## src/hw/rtl/local_history_branch_predictor_unit_defines.svh

```systemverilog
// Assertion macros for the branch predictor RTL.
// The clock is clk and the reset is rst_n, active low, in every user.
`ifndef LOCAL_HISTORY_BRANCH_PREDICTOR_UNIT_DEFINES_SVH
`define LOCAL_HISTORY_BRANCH_PREDICTOR_UNIT_DEFINES_SVH

`ifndef SYNTHESIS

// expr must never be true at a clock edge
`define LHBP_ASSERT_NEVER(lbl, expr) \
  lbl: assert property (@(posedge clk) disable iff (!rst_n) !(expr)) \
    else $error("lhbp assertion failed");

// whenever ante holds, cons holds in the same cycle
`define LHBP_ASSERT_IMPLY(lbl, ante, cons) \
  lbl: assert property (@(posedge clk) disable iff (!rst_n) (ante) |-> (cons)) \
    else $error("lhbp assertion failed");

`else

`define LHBP_ASSERT_NEVER(lbl, expr)
`define LHBP_ASSERT_IMPLY(lbl, ante, cons)

`endif

`endif

```

## src/hw/rtl/lhbp_pkg.sv

```systemverilog
package lhbp_pkg;

  localparam int ENTRIES_MAX = 16;
  localparam int HIST_MAX    = 8;
  localparam int INDEX_BITS  = 16;

  localparam int ENT_W     = $clog2(ENTRIES_MAX);
  localparam int NCFG_W    = 5;
  localparam int HBCFG_W   = 4;
  localparam int CTR_DEPTH = ENTRIES_MAX << HIST_MAX;
  localparam int CTR_AW    = ENT_W + HIST_MAX;
  localparam int MISS_W    = 32;

  // modulo unit: remainder bits resolved per cycle
  localparam int STEP_BITS = 8;
  localparam int DIV_CYC   = INDEX_BITS / STEP_BITS;
  localparam int DIVC_W    = (DIV_CYC > 2) ? $clog2(DIV_CYC) : 1;

  localparam int Q_DEPTH = 2;
  localparam int Q_AW    = 1;

  localparam int CFG_IDX_W  = 8;
  localparam int CFG_DATA_W = 8;
  localparam logic [CFG_IDX_W-1:0] REG_ENTRIES = 8'd0;
  localparam logic [CFG_IDX_W-1:0] REG_HIST    = 8'd1;

  localparam logic [NCFG_W-1:0]  ENTRIES_RST = 5'd1;
  localparam logic [HBCFG_W-1:0] HIST_RST    = 4'd2;

  localparam logic [1:0] CTR_SN = 2'd0;
  localparam logic [1:0] CTR_WN = 2'd1;
  localparam logic [1:0] CTR_WT = 2'd2;
  localparam logic [1:0] CTR_ST = 2'd3;

  localparam int IN_W  = 24;
  localparam int OUT_W = 48;

  typedef struct packed {
    logic [ENT_W-1:0] entry;
    logic             taken;
  } qitem_t;

  typedef struct packed {
    logic clearing;
    logic busy;
  } bk_stat_t;

  // lowest bits first in the word: entry, history, prediction, miss flag, count
  typedef struct packed {
    logic [MISS_W-1:0]   miss_count;
    logic                mispredicted;
    logic                predicted_taken;
    logic [HIST_MAX-1:0] history_used;
    logic [ENT_W-1:0]    entry_index;
  } res_t;

  localparam int RES_W = $bits(res_t);

  function automatic logic [NCFG_W-1:0] eff_entries(input logic [NCFG_W-1:0] cfg);
    logic [NCFG_W-1:0] n;
    n = cfg;
    if (n == '0) n = NCFG_W'(1);
    if (n > NCFG_W'(ENTRIES_MAX)) n = NCFG_W'(ENTRIES_MAX);
    return n;
  endfunction

  function automatic logic [HBCFG_W-1:0] eff_hbits(input logic [HBCFG_W-1:0] cfg);
    logic [HBCFG_W-1:0] b;
    b = cfg;
    if (b == '0) b = HBCFG_W'(1);
    if (b > HBCFG_W'(HIST_MAX)) b = HBCFG_W'(HIST_MAX);
    return b;
  endfunction

  function automatic logic [HIST_MAX-1:0] hist_mask(input logic [HBCFG_W-1:0] hb);
    logic [HIST_MAX-1:0] m;
    for (int i = 0; i < HIST_MAX; i++) begin
      m[i] = (HBCFG_W'(i) < hb);
    end
    return m;
  endfunction

  // restoring remainder, one dividend bit per step, msb first
  function automatic logic [ENT_W-1:0] mod_steps(input logic [ENT_W-1:0] rem,
                                                 input logic [STEP_BITS-1:0] bits,
                                                 input logic [NCFG_W-1:0] n);
    logic [ENT_W:0] r;
    r = {1'b0, rem};
    for (int k = 0; k < STEP_BITS; k++) begin
      r = {r[ENT_W-1:0], bits[STEP_BITS-1-k]};
      if (r >= n) r = r - n;
    end
    return r[ENT_W-1:0];
  endfunction

  function automatic logic [1:0] ctr_update(input logic [1:0] ctr, input logic taken);
    logic [1:0] c;
    c = ctr;
    if (taken) begin
      if (c != CTR_ST) c = c + 2'd1;
    end else begin
      if (c != CTR_SN) c = c - 2'd1;
    end
    return c;
  endfunction

endpackage

```

## src/hw/rtl/lhbp_queue.sv

```systemverilog
module lhbp_queue
  import lhbp_pkg::*;
(
  input  logic   clk,
  input  logic   rst_n,
  input  logic   push,
  input  qitem_t push_item,
  output logic   full,
  input  logic   pop,
  output logic   valid,
  output qitem_t head
);

  qitem_t              slot_r [Q_DEPTH];
  logic [Q_AW-1:0]     wptr_r, wptr_nxt;
  logic [Q_AW-1:0]     rptr_r, rptr_nxt;
  logic [Q_AW:0]       cnt_r, cnt_nxt;

  assign full  = (cnt_r == (Q_AW+1)'(Q_DEPTH));
  assign valid = (cnt_r != '0);
  assign head  = slot_r[rptr_r];

  always_comb begin
    wptr_nxt = push ? wptr_r + Q_AW'(1) : wptr_r;
    rptr_nxt = pop  ? rptr_r + Q_AW'(1) : rptr_r;
    cnt_nxt  = cnt_r + (Q_AW+1)'(push) - (Q_AW+1)'(pop);
  end

  always_ff @(posedge clk) begin
    if (!rst_n) begin
      wptr_r <= '0;
      rptr_r <= '0;
      cnt_r  <= '0;
    end else begin
      wptr_r <= wptr_nxt;
      rptr_r <= rptr_nxt;
      cnt_r  <= cnt_nxt;
    end
    if (push) slot_r[wptr_r] <= push_item;
  end

endmodule

```

## config.mk

```make
export PLATFORM = sky130hd
export DESIGN_NAME = lhbp_queue
export DESIGN_NICKNAME = d
export VERILOG_FILES = /design/src/hw/rtl/local_history_branch_predictor_unit_defines.svh /design/src/hw/rtl/lhbp_pkg.sv /design/src/hw/rtl/lhbp_queue.sv
export SDC_FILE = /design/constraint.sdc
export NUM_CORES = 1
export LEC_CHECK = 0
export CORE_AREA = 2 2 39 41
export DETAILED_ROUTE_END_ITERATION = 16
export DIE_AREA = 0 0 41 43
export DONT_BUFFER_PORTS = 1
export PLACE_DENSITY = 0.61
export SYNTH_ARGS = -nofsm -noshare
export SYNTH_HDL_FRONTEND = slang
export SYNTH_SLANG_ARGS = --single-unit
```

## constraint.sdc

```tcl
create_clock -name clk -period 1.4 [get_ports clk]
set_input_delay 0.07 -clock clk [delete_from_list [all_inputs] [get_ports clk]]
set_output_delay 0.07 -clock clk [all_outputs]
set_load 0.005 [all_outputs]
```

* Yosys cells after proc, flatten, opt, wreduce, memory -nomap -nowiden *
Memories as Yosys holds them, arrays and structs flattened. A register that Yosys moved wholly into a read port is not among the register bits.
Cells that the tools add are included.

cells by class
  mux-type cells = 4
  add/subtract/negate cells = 4
  reductions and logical operators = 1
  equality and inequality tests = 1

operators with widths
  cell                 count
  $mux 1               4
  $add 1x1->1 const B  2
  $add 2x1->2          1
  $eq 2x2->1 const B   1
  $reduce_bool 2->1    1
  $sub 2x1->2          1

word-level totals
  memories = 1
  memory bits (writable) = 10
  register bits after elaboration = 4
  output and inout bits = 7
  logic and storage cells = 14
  bits of input ports = 9

memory list
  memory  words  bits a word  read ports  clocked after Yosys merged registers in  write ports  RTL line          source
  slot_r  2      5            1           1                                        1            lhbp_queue.sv:14  qitem_t slot_r [Q_DEPTH];

* Longest topological paths before layout *
  depth after elaboration = 3
  mapped depth = 6

* Worst setup path before layout *
No wires, ideal clock.

  kind = flip-flop to flip-flop
  from = register cnt_r[0]
  to = register cnt_r[1]
  buffers on the path = 0
  setup time = 0.065 ns
  arrival time = 1.237 ns
  period minus slack after synthesis = 1.302 ns
  cell stages (with the launch flop) = 7
  slack = 0.098 ns
  path through = dfxtp_1 > inv_1 > ha_1 > inv_1 > ha_1 > xnor3_1 > nor2b_1

between the ends
  cells in the longest elaborated chain, start to end = 2

RTL lines
  what                    RTL line          source
  from (decl)             lhbp_queue.sv:17  logic [Q_AW:0] cnt_r, cnt_nxt;
  from (signal assigned)  lhbp_queue.sv:37  cnt_r <= cnt_nxt;
  $add 2x1->2             lhbp_queue.sv:26  cnt_nxt = cnt_r + (Q_AW+1)'(push) - (Q_AW+1)'(pop);
  $sub 2x1->2             lhbp_queue.sv:26

Every way passes these cells.
A chain may end at the register's enable or synchronous reset.

* Worst setup path after layout *
Same ends and word-level chain as after synthesis.

==> metrics.md <==
| Metric | Value |
|---|---|
| Status | `finished, final reports clean` |
| Simple-gate share of the synthesized area | `9.64%` |
| Top Layer Used | `met4` |
| Pint | `0.696 mW` |
| Synth Cell Area | `584 um2` |
| Comb power frac | `roughly 13%` |
| Xor/xnor share of the synthesized area | `5.35%` |
| Die height | `between 40 and 50 um` |
| # IOs | `16` |
| Slew HR | `66.1%` |
| Core Area | `1380 um2` |
| Wirelength per Cell | `13.0 um` |
| Post-Route WL | `816 um` |
| Vias per inst | `4.86` |
| Tmin final | `1.23 ns` |
| First-pass DRT Iterations | `2` |
| Reported max-cap violation count | `0` |
| CP Max Fanout | `3` |
| Slew at the pin closest to its max-slew limit | `0.507 ns` |
| Sinks on Clock Net | `15` |
| Clock skew | `0.00273 ns` |
| Synthesis Warnings | `0` |
| Switching share of power | `23.7%` |
| Post-route setup TNS | `0 ns` |
| Pin count of the biggest net entering global routing | `11` |
| Post-Syn Instances | `36` |
| Synth Area in Adders | `4.28%` |
| Compound-cell area share of the yosys netlist | `1.28%` |
| Crit end category | `flop` |
| Multiplexer area fraction after synthesis | `9.64%` |
| Most frequent cells in the layout | `10 x edfxtp_1, 7 x dlygate4sd3_1, 5 x mux2_1` |
| Vias in the first global route | `between 300 and 400` |
| Residual DRC | `0` |
| Full die area | `between 1500 and 2000 um2` |
| Netlist cell types | `11` |
| # diodes | `0` |
| Crit start category | `flop` |
| Number of H-tree levels | `1` |
| DR WL met2 | `just over 400 um` |
| Worst path arrival time | `1.46 ns` |
| Met1 wire length | `313 um` |
| Clk Latency, worst-skew pair | `about 0.29 ns` |
| Met3 wire len | `63 um` |
| Post-Syn Area per Cell | `16.2 um2` |
| Seq cells post-synth | `15` |
| Fillers | `115` |
| Most common cell after layout, fill and taps aside | `edfxtp_1` |
| Total Routing Usage GR | `11.6%` |
| Final Max Slew Viols | `0` |
| Clk Tree Root Cell | `clkbuf_4` |
| Die X | `41 um` |
| Psw | `around 0.22 mW` |
| FMAX | `0.816 GHz` |
| Clock-pin slew on the worst setup and hold paths | `0.09 ns` |
| Layout area overhead | `20.8%` |
| Final hold violation count | `0` |
| Worst EP required | `1.63 ns` |
| Bufs on Longest Clock Path | `2` |
| Fraction of layout cells with a size suffix above 1 | `12.8%` |
| Initial antenna violation count | `0` |
| Final core utilization | `51.0%` |
| Final setup vio count | `0` |
| Total chip power | `between 0.9 and 1 mW` |
| Period utilisation layout | `slightly below 90%` |
| Unrepaired setup endpoints after global routing | `false` |
| Routed Antenna Nets | `0` |
| Pwr Density | `1290 nW/um2` |
| Initial core utilization | `42.2%` |
| Layout Nets | `59` |
| Row count | `14` |
| VDD IR max | `0.000620 V` |
| Hold WC Path Type | `in2reg` |
| I/O Buffers | `0` |
| LEAKAGE | `0.267 nW` |
| Routability congestion estimate | `a little under 0.6` |
| Sequential share of power | `58.3%` |
| 1st-iter DRT viols | `3` |
| Setup CP Type | `reg2reg` |
| Mapped Nets | `47` |
| Num CTS Buffers | `3` |
| HPWL after detailed placement | `577 um` |
| First-pass GRT wire length | `1220 um` |
| CTS tree | `done` |
| Vias | `306` |
| Largest family of logic cells by synthesized area | `simple AND/OR/NAND/NOR gates` |
| Register area share after synthesis | `68.5%` |
| Clk pwr share | `28.3%` |
| Gr ovfl total | `0` |
[sequential cells by signal, indices dropped and copies added (netlist names), named ones only]
signal  count
cnt_r       2
rptr_r      1
slot_r     10
wptr_r      1
[logic make-up (layout without fill, tap and decap cells)]
kind of cell	count (synthesis)	after routing
simple gates	9	9
xor+xnor	2	2
fa+ha+maj	2	2
compound gates	1	1
buf+inv	2	13
mux	5	5
flops	15	15
[final timing paths]
check	start	end	slack [ns]	cells past startpoint
setup / recovery	cnt_r[0]	cnt_r[1]	0.17	6
hold / removal	pop	flop	0.01	2
setup reg to reg	cnt_r[0]	cnt_r[1]	0.17	6
hold reg to reg	rptr_r	flop	0.59	2
[worst max-delay path: stages, from the launching register on]
cell and delay (ns):
dfxtp_2 0.35, inv_1 0.04, ha_1 0.27, inv_1 0.06
ha_1 0.15, xnor3_1 0.20, nor2b_1 0.10
[power groups by stage]
stage / registers [mW] / logic, mW / clock network (mW)
finish: 0.532 / 0.123 / 0.258
floorplan: 0.535 / 0.0923 / 0
global route: 0.535 / 0.139 / 0.280
global placement: 0.538 / 0.102 / 0
CTS: 0.531 / 0.126 / 0.264
detailed placement: 0.541 / 0.106 / 0
[metrics by stage]
| step | setup WS (ns) | cell area [um2] | hold slack [ns] | std cells |
|---|---|---|---|---|
| after detailed placement | 0.0187 | 604 | 0.169 | 52 |
| final | 0.174 | 706 | 0.0142 | 63 |
| after floorplan | 0.0978 | 584 | 0.169 | 36 |
| after CTS | 0.0130 | 706 | 0.00502 | 63 |
| after global routing | 0.0789 | 706 | 0.0158 | 63 |
| after global placement | 0.0715 | 604 | 0.169 | 52 |
[synth_stat cells]
cell type | count | area, um2
dfxtp_1 | 5 | 100
mux2_1 | 5 | 56.3
xor2_1 | 1 | 8.76
or2_2 | 1 | 6.26
ha_1 | 2 | 25.0
o21a_1 | 1 | 7.51
xnor3_1 | 1 | 22.5
inv_1 | 2 | 7.51
and2_1 | 4 | 25.0
edfxtp_1 | 10 | 300
nor2b_1 | 4 | 25.0
[metal layers]
| metal | vias to the layer above | GRT usage (%) |
|---|---|---|
| li1 | 146 | - |
| met1 | 143 | 11.6 |
| met2 | 12 | 16.6 |
| met3 | 5 | 4.71 |
| met4 | 0 | 12.0 |
| met5 | - | 0 |
[cell type report]
cell class              instances  area (um2)  area share [%]
clock buffers                   3        22.5            3.19
clock inverters                 1        7.51            1.06
inverters                       2        7.51            1.06
multi-input cells              19         176            25.0
flip-flops and latches         15         402            56.9
well taps                      16        20.0            2.84
repair buffers                  7        70.1            9.93
[what timing repair did]
| action | 4_1_cts | 5_1_grt |
|---|---|---|
| pin swaps | 0 | 1 |
| resized for setup | 1 | 0 |
| setup buffers | 0 | 0 |
| endpoints found under the setup margin | 1 | 1 |
| hold buffers | 7 | 0 |
| hold endpoints to repair | 15 | 0 |
(Power assumes the default switching activity.)
