## config.mk

```make
export PLATFORM = sky130hd
export DESIGN_NAME = lhbp_front
export DESIGN_NICKNAME = d
export VERILOG_FILES = /design/src/hw/rtl/local_history_branch_predictor_unit_defines.svh /design/src/hw/rtl/lhbp_pkg.sv /design/src/hw/rtl/lhbp_front.sv
export SDC_FILE = /design/constraint.sdc
export NUM_CORES = 1
export LEC_CHECK = 0
export ABC_AREA = 1
export BUFFER_PORTS_ARGS = -buffer_cell sky130_fd_sc_hd__buf_2
export CAP_MARGIN = 10
export CORE_ASPECT_RATIO = 2
export CORE_MARGIN = 4
export CORE_UTILIZATION = 60
export CTS_CLUSTER_SIZE = 8
export DETAILED_ROUTE_END_ITERATION = 10
export GPL_TIMING_DRIVEN = 0
export HOLD_SLACK_MARGIN = 0.12
export PLACE_DENSITY_LB_ADDON = 0.1
export SETUP_SLACK_MARGIN = 0.3
export SLEW_MARGIN = 20
export SYNTH_ARGS = -nofsm -noshare
export SYNTH_HDL_FRONTEND = slang
export SYNTH_SLANG_ARGS = --single-unit
```

## constraint.sdc

```tcl
create_clock -name clk -period 17 [get_ports clk]
set_clock_uncertainty 0.05 [all_clocks]
set_input_delay 3.4 -clock clk [delete_from_list [all_inputs] [get_ports clk]]
set_output_delay 3.4 -clock clk [all_outputs]
set_load 0.02 [all_outputs]
```

## src/hw/rtl/local_history_branch_predictor_unit_defines.svh

```systemverilog
// Assertion macros for the branch predictor RTL.
// The clock is clk and the reset is rst_n, active low, in every user.
`ifndef LOCAL_HISTORY_BRANCH_PREDICTOR_UNIT_DEFINES_SVH
`define LOCAL_HISTORY_BRANCH_PREDICTOR_UNIT_DEFINES_SVH

`ifndef SYNTHESIS

// expr must never be true at a clock edge
`define LHBP_ASSERT_NEVER(lbl, expr) \
  lbl: assert property (@(posedge clk) disable iff (!rst_n) !(expr)) \
    else $error("lhbp assertion failed");

// whenever ante holds, cons holds in the same cycle
`define LHBP_ASSERT_IMPLY(lbl, ante, cons) \
  lbl: assert property (@(posedge clk) disable iff (!rst_n) (ante) |-> (cons)) \
    else $error("lhbp assertion failed");

`else

`define LHBP_ASSERT_NEVER(lbl, expr)
`define LHBP_ASSERT_IMPLY(lbl, ante, cons)

`endif

`endif

```

## src/hw/rtl/lhbp_pkg.sv

```systemverilog
package lhbp_pkg;

  localparam int ENTRIES_MAX = 16;
  localparam int HIST_MAX    = 8;
  localparam int INDEX_BITS  = 16;

  localparam int ENT_W     = $clog2(ENTRIES_MAX);
  localparam int NCFG_W    = 5;
  localparam int HBCFG_W   = 4;
  localparam int CTR_DEPTH = ENTRIES_MAX << HIST_MAX;
  localparam int CTR_AW    = ENT_W + HIST_MAX;
  localparam int MISS_W    = 32;

  // modulo unit: remainder bits resolved per cycle
  localparam int STEP_BITS = 8;
  localparam int DIV_CYC   = INDEX_BITS / STEP_BITS;
  localparam int DIVC_W    = (DIV_CYC > 2) ? $clog2(DIV_CYC) : 1;

  localparam int Q_DEPTH = 2;
  localparam int Q_AW    = 1;

  localparam int CFG_IDX_W  = 8;
  localparam int CFG_DATA_W = 8;
  localparam logic [CFG_IDX_W-1:0] REG_ENTRIES = 8'd0;
  localparam logic [CFG_IDX_W-1:0] REG_HIST    = 8'd1;

  localparam logic [NCFG_W-1:0]  ENTRIES_RST = 5'd1;
  localparam logic [HBCFG_W-1:0] HIST_RST    = 4'd2;

  localparam logic [1:0] CTR_SN = 2'd0;
  localparam logic [1:0] CTR_WN = 2'd1;
  localparam logic [1:0] CTR_WT = 2'd2;
  localparam logic [1:0] CTR_ST = 2'd3;

  localparam int IN_W  = 24;
  localparam int OUT_W = 48;

  typedef struct packed {
    logic [ENT_W-1:0] entry;
    logic             taken;
  } qitem_t;

  typedef struct packed {
    logic clearing;
    logic busy;
  } bk_stat_t;

  // lowest bits first in the word: entry, history, prediction, miss flag, count
  typedef struct packed {
    logic [MISS_W-1:0]   miss_count;
    logic                mispredicted;
    logic                predicted_taken;
    logic [HIST_MAX-1:0] history_used;
    logic [ENT_W-1:0]    entry_index;
  } res_t;

  localparam int RES_W = $bits(res_t);

  function automatic logic [NCFG_W-1:0] eff_entries(input logic [NCFG_W-1:0] cfg);
    logic [NCFG_W-1:0] n;
    n = cfg;
    if (n == '0) n = NCFG_W'(1);
    if (n > NCFG_W'(ENTRIES_MAX)) n = NCFG_W'(ENTRIES_MAX);
    return n;
  endfunction

  function automatic logic [HBCFG_W-1:0] eff_hbits(input logic [HBCFG_W-1:0] cfg);
    logic [HBCFG_W-1:0] b;
    b = cfg;
    if (b == '0) b = HBCFG_W'(1);
    if (b > HBCFG_W'(HIST_MAX)) b = HBCFG_W'(HIST_MAX);
    return b;
  endfunction

  function automatic logic [HIST_MAX-1:0] hist_mask(input logic [HBCFG_W-1:0] hb);
    logic [HIST_MAX-1:0] m;
    for (int i = 0; i < HIST_MAX; i++) begin
      m[i] = (HBCFG_W'(i) < hb);
    end
    return m;
  endfunction

  // restoring remainder, one dividend bit per step, msb first
  function automatic logic [ENT_W-1:0] mod_steps(input logic [ENT_W-1:0] rem,
                                                 input logic [STEP_BITS-1:0] bits,
                                                 input logic [NCFG_W-1:0] n);
    logic [ENT_W:0] r;
    r = {1'b0, rem};
    for (int k = 0; k < STEP_BITS; k++) begin
      r = {r[ENT_W-1:0], bits[STEP_BITS-1-k]};
      if (r >= n) r = r - n;
    end
    return r[ENT_W-1:0];
  endfunction

  function automatic logic [1:0] ctr_update(input logic [1:0] ctr, input logic taken);
    logic [1:0] c;
    c = ctr;
    if (taken) begin
      if (c != CTR_ST) c = c + 2'd1;
    end else begin
      if (c != CTR_SN) c = c - 2'd1;
    end
    return c;
  endfunction

endpackage

```

## src/hw/rtl/lhbp_front.sv

```systemverilog
module lhbp_front
  import lhbp_pkg::*;
(
  input  logic              clk,
  input  logic              rst_n,
  input  logic              in_tvalid,
  output logic              in_tready,
  input  logic [IN_W-1:0]   in_tdata,
  input  logic              hold,
  input  logic [NCFG_W-1:0] n_eff,
  output logic              q_push,
  output qitem_t            q_item,
  input  logic              q_full
);

  typedef enum logic [2:0] {
    F_IDLE = 3'b001,
    F_DIV  = 3'b010,
    F_HOLD = 3'b100
  } fstate_t;

  fstate_t                 state_r, state_nxt;
  logic [ENT_W-1:0]        rem_r, rem_nxt;
  logic [INDEX_BITS-1:0]   shf_r, shf_nxt;
  logic [DIVC_W-1:0]       cnt_r, cnt_nxt;
  logic                    taken_r, taken_nxt;
  logic [INDEX_BITS-1:0]   in_idx;
  logic [ENT_W-1:0]        rem_c;

  assign in_idx    = in_tdata[INDEX_BITS-1:0];
  assign in_tready = (state_r == F_IDLE) && !hold;
  assign rem_c     = mod_steps(rem_r, shf_r[INDEX_BITS-1 -: STEP_BITS], n_eff);

  always_comb begin
    state_nxt = state_r;
    rem_nxt   = rem_r;
    shf_nxt   = shf_r;
    cnt_nxt   = cnt_r;
    taken_nxt = taken_r;
    q_push    = 1'b0;
    q_item    = '{entry: rem_r, taken: taken_r};
    case (state_r)
      F_IDLE: begin
        if (in_tvalid && in_tready) begin
          // top bits resolved in the accept cycle
          rem_nxt   = mod_steps('0, in_idx[INDEX_BITS-1 -: STEP_BITS], n_eff);
          shf_nxt   = in_idx << STEP_BITS;
          taken_nxt = in_tdata[INDEX_BITS];
          cnt_nxt   = DIVC_W'(1);
          state_nxt = F_DIV;
        end
      end
      F_DIV: begin
        rem_nxt = rem_c;
        shf_nxt = shf_r << STEP_BITS;
        cnt_nxt = cnt_r + DIVC_W'(1);
        if (cnt_r == DIVC_W'(DIV_CYC - 1)) begin
          q_item = '{entry: rem_c, taken: taken_r};
          q_push = !q_full;
          state_nxt = q_full ? F_HOLD : F_IDLE;
        end
      end
      F_HOLD: begin
        q_push = !q_full;
        if (!q_full) state_nxt = F_IDLE;
      end
      default: state_nxt = F_IDLE;
    endcase
  end

  always_ff @(posedge clk) begin
    if (!rst_n) begin
      state_r <= F_IDLE;
      cnt_r   <= '0;
    end else begin
      state_r <= state_nxt;
      cnt_r   <= cnt_nxt;
    end
    rem_r   <= rem_nxt;
    shf_r   <= shf_nxt;
    taken_r <= taken_nxt;
  end

endmodule

```

# --- Word level (Yosys, flattened, before mapping) ---
# Index checks and enable logic that the tools add are counted.
# W data, S select, Z words.
totals:
  reg_bits: 25
  inputBits: 34
  output_inout_bits: 7
  wordCells: 97
classes:
  add_sub_neg: 17
  n_lt_le_gt_ge: 16
  n_eq_ne: 6
  muxes: 45
  reduce_logical: 8
op_table:
  columns: ["cell", "count"]
  rows:
  - ["$mux W4", 31]
  - ["$ge A5 B5 Y1", 15]
  - ["$sub A4 B4 Y4", 15]
  - ["$pmux W16 S2", 1]
  - ["$mux W16", 1]
  - ["$mux W3", 4]
  - ["$mux W5", 2]
  - ["$pmux W3 S3", 1]
  - ["$pmux W4 S2", 1]
  - ["$ge A1 B5 Y1", 1]
  - ["$ne A2 B2 Y1 const B", 2]
  - ["$pmux W1 S2", 2]
  - ["$reduce_and A2 Y1", 2]
  - ["$sub A1 B4 Y4", 1]
  - ["$eq A3 B1 Y1 const B", 1]
  - ["$eq A3 B2 Y1 const B", 1]
  - ["$eq A3 B3 Y1 const B", 1]
  - ["$reduce_and A3 Y1", 1]
  - ["$logic_and A1 B1 Y1", 2]
  - ["$logic_not A1 Y1", 2]
  - ["$mux W1", 2]
  - ["$ne A2 B1 Y1 const B", 1]
  - ["$reduce_bool A2 Y1", 1]
  - ["$add A1 B1 Y1 const B", 1]

# --- Longest topological paths before layout ---
# Gate-level depths: netlist of run 1.
logic_depth:
  word_depth: 33
  ltp_mapped: 67

# --- Least setup slack after synthesis of run 1 ---
# No wires, ideal clock.
synth_path:
  kind: "input to output"
  startpoint: "in n_eff[1]"
  endpoint: "out q_item[1] (netlist bit)"
  t_arrival_ps: 12714
  setup_slack_ps: 836
  path_stages: 64
  cell_sequence: "inv_1 -> ha_1 -> nand2_1 -> clkinv_1 -> nand4_1 -> nand3_2 -> o21ai_1 -> inv_1 -> ha_1 -> a21o_1 -> a21boi_1 -> nand3_2 -> inv_2 -> or2_1 -> nand2_1 -> ha_1 -> inv_2 -> nor3_2 -> [28 not listed] -> and2_1 -> ha_1 -> nand2_1 -> inv_2 -> nand3_1 -> nand4_1 -> nand2_1 -> a21boi_0 -> ha_1 -> a21oi_1 -> nand2_1 -> nand2_1 -> nand3_1 -> a21oi_2 -> inv_2 -> nand2_1 -> o21ai_1 -> o21ai_1"
synth_lines:
  columns: ["element", "line_no", "source"]
  rows:
  - ["start: declaration", "lhbp_front.sv:10", "input logic [NCFG_W-1:0] n_eff,"]
  - ["end: declaration", "lhbp_front.sv:12", "output qitem_t q_item,"]

==> results of run 1 <==
## through the flow
stage	TNS [ns]	utilization, %
after floorplan	0	-
after global placement	-2.70	65.0
after detailed placement	-2.04	65.0
after CTS	0	68.0
after global routing	0	72.4
final	0	72.4
## metal layers
metal / part of all wire, % / routed length (µm) / vias up / global-route usage [%]
li1: - / - / 2230 / -
met1: 33 / 3990 / 2091 / 23.5
met2: 58 / 6870 / 119 / 55.2
met3: 3.7 / 438 / 64 / 2.34
met4: 5.4 / 641 / 0 / 17.1
met5: 0 / 0 / - / 0
## area by class of cell
cell class	count	area (µm²)	area share (%)
flip-flops and latches	17	470	9.01
plain buffers	2	11.3	0.216
repair buffers	49	309	5.92
well taps	92	115	2.20
clock buffers	3	75.1	1.44
clock inverters	1	5.00	0.0958
multi-input cells	498	3740	71.6
inverters	125	495	9.49
## cell usage after synthesis, types with 10 or more instances
cell type / n / area share [%]
a21oi_1: 20 / 2.3
a31oi_1: 10 / 1.4
and2_1: 10 / 1.4
edfxtp_1: 13 / 8.9
fa_1: 15 / 6.8
ha_1: 77 / 22
inv_1: 97 / 8.3
inv_2: 24 / 2.0
nand2_1: 164 / 14
nand3_1: 49 / 5.6
nand3_2: 12 / 2.7
nand4_1: 26 / 3.7
nor2_1: 15 / 1.3
o21ai_1: 11 / 1.2
xnor2_1: 15 / 3.0
xor2_1: 13 / 2.6
## what timing repair did
action,in CTS,in global routing
buffers inserted,5,11
hold buffers,0,0
setup endpoints to repair,4,4
pin swaps,5,15
resized for setup,22,38
## kinds of logic (layout without fill, tap and decap cells)
kind of cell,after synthesis,count (layout)
AOI/OAI and AO/OA,71,71
xor gates and xnor gates,28,28
buffers and inverters,127,180
adders and majority gates,92,92
DFF,17,17
and+or+nand+nor,307,307
## path summary, 6_finish.rpt
| path | depth (start not counted) | endpoint | slack (ns) | startpoint |
|---|---|---|---|---|
| max reg2reg | 65 | rem_r[3] | 7.26 | rem_r[0] |
| min | 2 | cnt_r | 0.50 | cnt_r |
| min reg2reg | 2 | cnt_r | 0.50 | cnt_r |
| max | 64 | q_item[2] | 0.76 | n_eff[2] |
## registers in the layout (all words and copies together), names as in the netlist
signal	count
cnt_r	1
shf_r	8
rem_r	4
taken_r	1
state_r	3
## critical path: cells and delay by family
| kind | cells | cell delay (ns) |
|---|---|---|
| AND/OR/NAND/NOR | 36 | 4.65 |
| buffers and inverters | 11 | 0.99 |
| adder cells (fa/ha/maj) | 8 | 2.13 |
| AO/OA/AOI/OAI | 9 | 1.61 |
==> out/results.txt, run 1 <==
Pre-antenna DRT Iters - 4
Async S/R FF share, synth - 0%
sequential fraction of the synthesis area - 10.7%
Simple-Gate Fraction of Synth Area - 33.8%
Gate Count Post-Synth - 642
mux contribution to synthesized area - 0%
GR Overflow Total - 0
Hold Crit Class - flip-flop to flip-flop
critical path arrival - 12.79 ns
commonest non-fill, non-tap cell in the layout - nand2_1
post-DP HPWL - 9170 µm
Core Region - 0.00721 mm²
Slew Limit Headroom - 64.0%
CTS tree - built
DP Cell Count - 767
CP dominant cell by count - nand2_1
Avg Synthesized Cell Area - 6.87 µm²
post-synthesis compound-gate area fraction - 10.4%
final hold vios - 0
Final Hold Slack - 0.502 ns
WP data required - 13.55 ns
Setup CP Type - input port to output pin
cell area after synthesis - 0.00441 mm²
initial detailed-routing violation count - 190
setup ws final - 0.760 ns
pins over their slew limit - 0
Root Buffer - clkbuf_16
Worst-Margin Slew - 0.538 ns
clk sinks - 17
endpoint class of the critical path - output pin
RSZ-0062 raised after global routing - no
area delta synth->final - 18.5%
Die Area - 0.00887 mm²
CP Launch Type - input port
max incr delay on CP - 0.31 ns
die height - 129 µm
DRC viols - 0
slowest library cell on the worst path - ha_4
fill count - 613
layout cells sized above 1 - 22.0%
Cell Count, Final, Fillers Out - 787
most frequent cells in the layout - nand2_1, inv_1, ha_1
Synth Register Bits - 17
Max Clk Rate - 61.6 MHz
commonest register cell after synthesis - edfxtp_1
largest family of logic cells by synthesized area - simple AND/OR/NAND/NOR gates
XOR/XNOR share of the synthesized area - 5.56%
Initial Utilization - 61.1%
total wire length - 11900 µm
H-tree Lvls - 1
run status - complete, no violations
antenna cells - 0
Top-Level Pins - 41
Skew-Pair Late Insertion Delay - 0.24 ns
CTS Buf Count - 3
Ys Warns - 0
DR vias - 4504
Final Cycle Share - 95.5%
post-synthesis adder-cell area fraction - 28.7%
maxcap violations - 0
Crit Path Max Fanout - 7
IO Port Bufs - 33
count of cell types in the netlist - 41
Die X - 68.6 µm
vias per cell - 5.72
first-pass GRT wire length - 18900 µm
cell area after layout - 0.00522 mm²
WL/cell - 15.2 µm
initial antenna violation count - 0
post-synthesis net count - 768
clk buf depth - 2
Worst-path clk slew - 0.05 ns
Placed Area - 0.00469 mm²
Final min period - 16.24 ns
pre-CTS setup slack - -0.566 ns
nets - 822
final RePlAce weighted congestion - 0.896
# rows - 44
Global Route Usage Sum - 27.4%
vias in the first global route - 4683
largest net degree at the start of global routing - 26
Post-synth EDFFs - 13
Post-DRT Antenna Nets - 0
final setup violating endpoints - 0
Power of run 1 is left out: the tool's default activity adds up to more than one toggle a clock period on the data nets, which glitch-free logic cannot reach.
==> inputs of run 2 (changes only) <==
- RECOVER_POWER: unset -> 50
==> out/results.txt, run 2 (synthesized netlist as in run 1, its figures left out) <==
run status - complete, no violations
CP bufs+invs - 11 (unchanged)
critical path arrival - 12.79 ns (about the same)
Slew Limit Headroom - 64.0% (about the same)
largest net degree at the start of global routing - 26 (unchanged)
area delta synth->final - 18.4% (about the same)
Max Clk Rate - 61.6 MHz (about the same)
Global Route Usage Sum - 27.4% (unchanged)
pre-CTS setup slack - -0.566 ns (unchanged)
Worst-Margin Slew - 0.538 ns (-0.000153 ns)
commonest non-fill, non-tap cell in the layout - nand2_1
Final Cycle Share - 95.5% (about the same)
# rows - 44 (unchanged)
top flop regs - shf_r x8, rem_r x4, state_r x3
Post-DRT Antenna Nets - 0 (unchanged)
CP Launch Type - input port
DP Cell Count - 767 (unchanged)
final hold vios - 0 (unchanged)
max incr delay on CP - 0.31 ns (about the same)
final setup violating endpoints - 0 (unchanged)
antenna cells - 0 (unchanged)
Final min period - 16.24 ns (+0.000932 ns)
GR Overflow Total - 0 (unchanged)
Biggest register - shf_r
vias in the first global route - 4683 (unchanged)
Root Buffer - clkbuf_16
Worst-path clk slew - 0.05 ns (about the same)
layout cells sized above 1 - 21.9% (-0.14 points)
Skew-Pair Late Insertion Delay - 0.25 ns (about the same)
DR vias - 4511 (+0.16%)
CTS tree - built
Reg area - 470 µm² (unchanged)
setup ws final - 0.759 ns (-0.000932 ns)
first-pass GRT wire length - 18900 µm (unchanged)
post-DP HPWL - 9170 µm (unchanged)
Final Hold Slack - 0.502 ns (+0.000104 ns)
WL/cell - 15.2 µm (about the same)
WP data required - 13.55 ns (about the same)
H-tree Lvls - 1 (unchanged)
vias per cell - 5.73 (+0.16%)
CP dominant cell by count - nand2_1
initial detailed-routing violation count - 192 (+1.1%)
total wire length - 11900 µm (about the same)
Top-Level Pins - 41 (unchanged)
fin util - 72.4% (about the same)
DRC viols - 0 (unchanged)
Die Area - 0.00887 mm² (unchanged)
most frequent cells in the layout - nand2_1, inv_1, ha_1
endpoint class of the critical path - output pin
multi-input logic area - 0.00374 mm² (unchanged)
Cell Count, Final, Fillers Out - 787 (unchanged)
final RePlAce weighted congestion - 0.896 (unchanged)
maxcap violations - 0 (unchanged)
slowest library cell on the worst path - ha_4
Hold Crit Class - flip-flop to flip-flop
Initial Utilization - 61.1% (unchanged)
die height - 129 µm (unchanged)
hold buffer count at cts - 0 (unchanged)
Pre-antenna DRT Iters - 4 (unchanged)
Die X - 68.6 µm (unchanged)
CTS Buf Count - 3 (unchanged)
fill count - 614 (+0.16%)
initial antenna violation count - 0 (unchanged)
delay-heaviest family, CP - simple AND/OR/NAND/NOR gates
Setup CP Type - input port to output pin
RSZ-0062 raised after global routing - no
clk buf depth - 2 (unchanged)
pins over their slew limit - 0 (unchanged)
clk sinks - 17 (unchanged)
Core Region - 0.00721 mm² (unchanged)
Crit Path Max Fanout - 7 (unchanged)
nets - 822 (unchanged)
IO Port Bufs - 33 (unchanged)
max reg flops - 8 (unchanged)
==> run 2: cell types whose count changed in the layout (fill, tap and decap cells not counted) <==
cell / change
clkbuf_1: +1
buf_2: -1
o21ai_0: +1
o21ai_1: -1
==> run 2: stage by stage <==
step	area, µm²	TNS (ns)
after floorplan	4410	0
after global placement	4690	-2.70
after detailed placement	4690	-2.04
after CTS	4900	0
after global routing	5220	0
final	5220	0
==> run 2: layer usage <==
metal  track usage (%)  share of wire [%]
met1              23.5                 33
met3              2.34                3.7
met2              55.2                 57
met4              17.1                5.5
met5                 0                  0
==> run 2: layout make-up <==
type | instances | share of cell area, %
Buffer | 2 | 0.216
Clock buffer | 3 | 1.44
Clock inverter | 1 | 0.0958
Inverter | 125 | 9.49
Multi-Input combinational cell | 498 | 71.7
Sequential cell | 17 | 9.01
Tap cell | 92 | 2.20
Timing Repair Buffer | 49 | 5.89
==> run 2: tightest hold or removal path: stages (launching register included) <==
cell and delay (ns):
dfxtp_1 0.36, o211ai_1 0.11, inv_1 0.05
==> run 2: path summary, 6_finish.rpt <==
path,depth (start not counted),endpoint,slack (ns),startpoint
worst max-delay path,64,q_item[2],0.76,n_eff[2]
worst min register to register,2,cnt_r,0.50,cnt_r
worst min-delay path,2,cnt_r,0.50,cnt_r
worst max register to register,65,rem_r[3],7.26,rem_r[0]
==> run 2: what timing repair did <==
item,4_1_cts,5_1_grt
buffers inserted,5,11
endpoints found under the setup margin,4,4
pin swaps,5,15
gates resized for setup,22,38
endpoints found under the hold margin,0,0
Power of run 2 is left out for the same reason.
==> inputs of run 3 (changes only) <==
- CORE_MARGIN: 4 -> 2
- GPL_TIMING_DRIVEN: 0 -> unset
==> out/results.txt, run 3 (synthesized netlist as in run 1, its figures left out) <==
run status - complete, no violations
final RePlAce weighted congestion - 0.866 (-3.3%)
CTS tree - built
setup TNS - 0 ns (unchanged)
Pre-antenna DRT Iters - 4 (unchanged)
max incr delay on CP - 0.30 ns (about the same)
Top-Level Pins - 41 (unchanged)
most frequent cells in the layout - nand2_1, inv_1, ha_1
pins over their slew limit - 0 (unchanged)
Worst-path clk slew - 0.05 ns (about the same)
Die X - 64.6 µm (-5.8%)
initial antenna violation count - 0 (unchanged)
Root Buffer - clkbuf_16
largest net degree at the start of global routing - 24 (-7.7%)
WL/cell - 15.1 µm (-0.77%)
GR Overflow Total - 0 (unchanged)
Global Route Usage Sum - 28.2% (+0.81 points)
r2r setup slk - 7.16 ns (-0.10 ns)
die height - 125 µm (-3.1%)
critical path arrival - 12.84 ns (+0.05 ns)
Hold Crit Class - flip-flop to flip-flop
initial detailed-routing violation count - 209 (+8.9%)
maxcap violations - 0 (unchanged)
fill count - 619 (+0.81%)
layout cells sized above 1 - 21.1% (-0.77 points)
CP Launch Type - input port
IO Port Bufs - 33 (unchanged)
first-pass GRT wire length - 18400 µm (-2.7%)
WP data required - 13.55 ns (about the same)
Biggest register - shf_r
final setup violating endpoints - 0 (unchanged)
vias in the first global route - 4483 (-4.3%)
Skew-Pair Late Insertion Delay - 0.25 ns (about the same)
H-tree Lvls - 1 (unchanged)
Crit Path Max Fanout - 7 (unchanged)
Final Cycle Share - 95.8% (+0.29 points)
nets - 819 (-0.36%)
clk buf depth - 2 (unchanged)
CP dominant cell by count - nand2_1
final hold vios - 0 (unchanged)
Post-DRT Antenna Nets - 0 (unchanged)
RSZ-0062 raised after global routing - no
commonest non-fill, non-tap cell in the layout - nand2_1
clk sinks - 17 (unchanged)
Worst-Margin Slew - 0.528 ns (-0.0106 ns)
Initial Utilization - 61.1% (unchanged)
max reg flops - 8 (unchanged)
DR vias - 4470 (-0.91%)
top flop regs - shf_r x8, rem_r x4, state_r x3
area delta synth->final - 16.7%
fin util - 71.4% (-1.0 points)
Setup CP Type - input port to output pin
DRC viols - 0 (unchanged)
Final min period - 16.29 ns (+0.0501 ns)
Core Region - 0.00721 mm² (unchanged)
slowest library cell on the worst path - or2_2
# rows - 44 (unchanged)
CTS Buf Count - 3 (unchanged)
antenna cells - 0 (unchanged)
Slew Limit Headroom - 64.7% (+0.71 points)
post-DP HPWL - 9170 µm (about the same)
Max Clk Rate - 61.4 MHz (-0.31%)
total wire length - 11800 µm (-1.1%)
endpoint class of the critical path - output pin
Die Area - 0.00809 mm² (-8.7%)
vias per cell - 5.70 (-0.53%)
==> run 3: cell count changes in the layout (fill, tap and decap cells not counted), moves of 2 or more <==
cell,previous run,this run
o21ai_1,6,9
inv_2,25,27
clkinvlp_4,3,0
nand2_2,6,4
nor2_2,2,4
buf_4,18,16
nor2_1,15,13
o21ai_2,5,3
nand2_1,158,160
==> run 3: path summary, 6_finish.rpt <==
| path | from | end | cells past startpoint |
|---|---|---|---|
| max reg2reg | rem_r[2] | rem_r[0] | 63 |
| min | cnt_r | cnt_r | 2 |
| max | n_eff[2] | q_item[1] | 65 |
| min reg2reg | cnt_r | cnt_r | 2 |
==> run 3: worst max-delay path, delay by kind of cell <==
kind,cells,cell delay (ns)
fa+ha+maj,8,2.04
simple gates,34,4.38
compound gates,11,1.98
buf+inv,12,1.03
==> run 3: per-stage QoR <==
| stage | cells | setup WS (ns) | cell area, µm² | hold slack [ns] |
|---|---|---|---|---|
| 6_report | 784 | 0.709 | 5150 | 0.518 |
| 4_1_cts | 775 | 0.317 | 4820 | 0.513 |
| 5_1_grt | 784 | 0.0774 | 5150 | 0.538 |
| 3_5_place_dp | 771 | 0.235 | 4720 | 0.500 |
| 3_3_place_gp | 771 | 0.490 | 4720 | 0.475 |
| 2_1_floorplan | 642 | 0.836 | 4410 | 0.458 |
==> run 3: final cells by class <==
cell class                 count  area, µm²  share of cell area (%)
clock buffer                   3       75.1                    1.46
clock inverter                 1       5.00                  0.0972
inverter                     125        474                    9.21
multi-input combinational    498       3730                    72.5
sequential                    17        470                    9.14
tap                           92        115                    2.24
timing repair buffer          48        278                    5.40
==> run 3: metal layers <==
metal | global-route usage [%] | routed length, µm
met5 | 0 | 0
met4 | 13.0 | 480
met1 | 24.6 | 4050
met3 | 2.34 | 393
met2 | 59.8 | 6880
==> run 3: timing repair <==
item / 4_1_cts / 5_1_grt
gates resized for setup: 2 / 46
endpoints found under the hold margin: 0 / 0
buffers inserted: 0 / 9
pin swaps: 1 / 17
endpoints found under the setup margin: 4 / 4
hold buffers: 0 / 0
Power of run 3 is left out for the same reason.
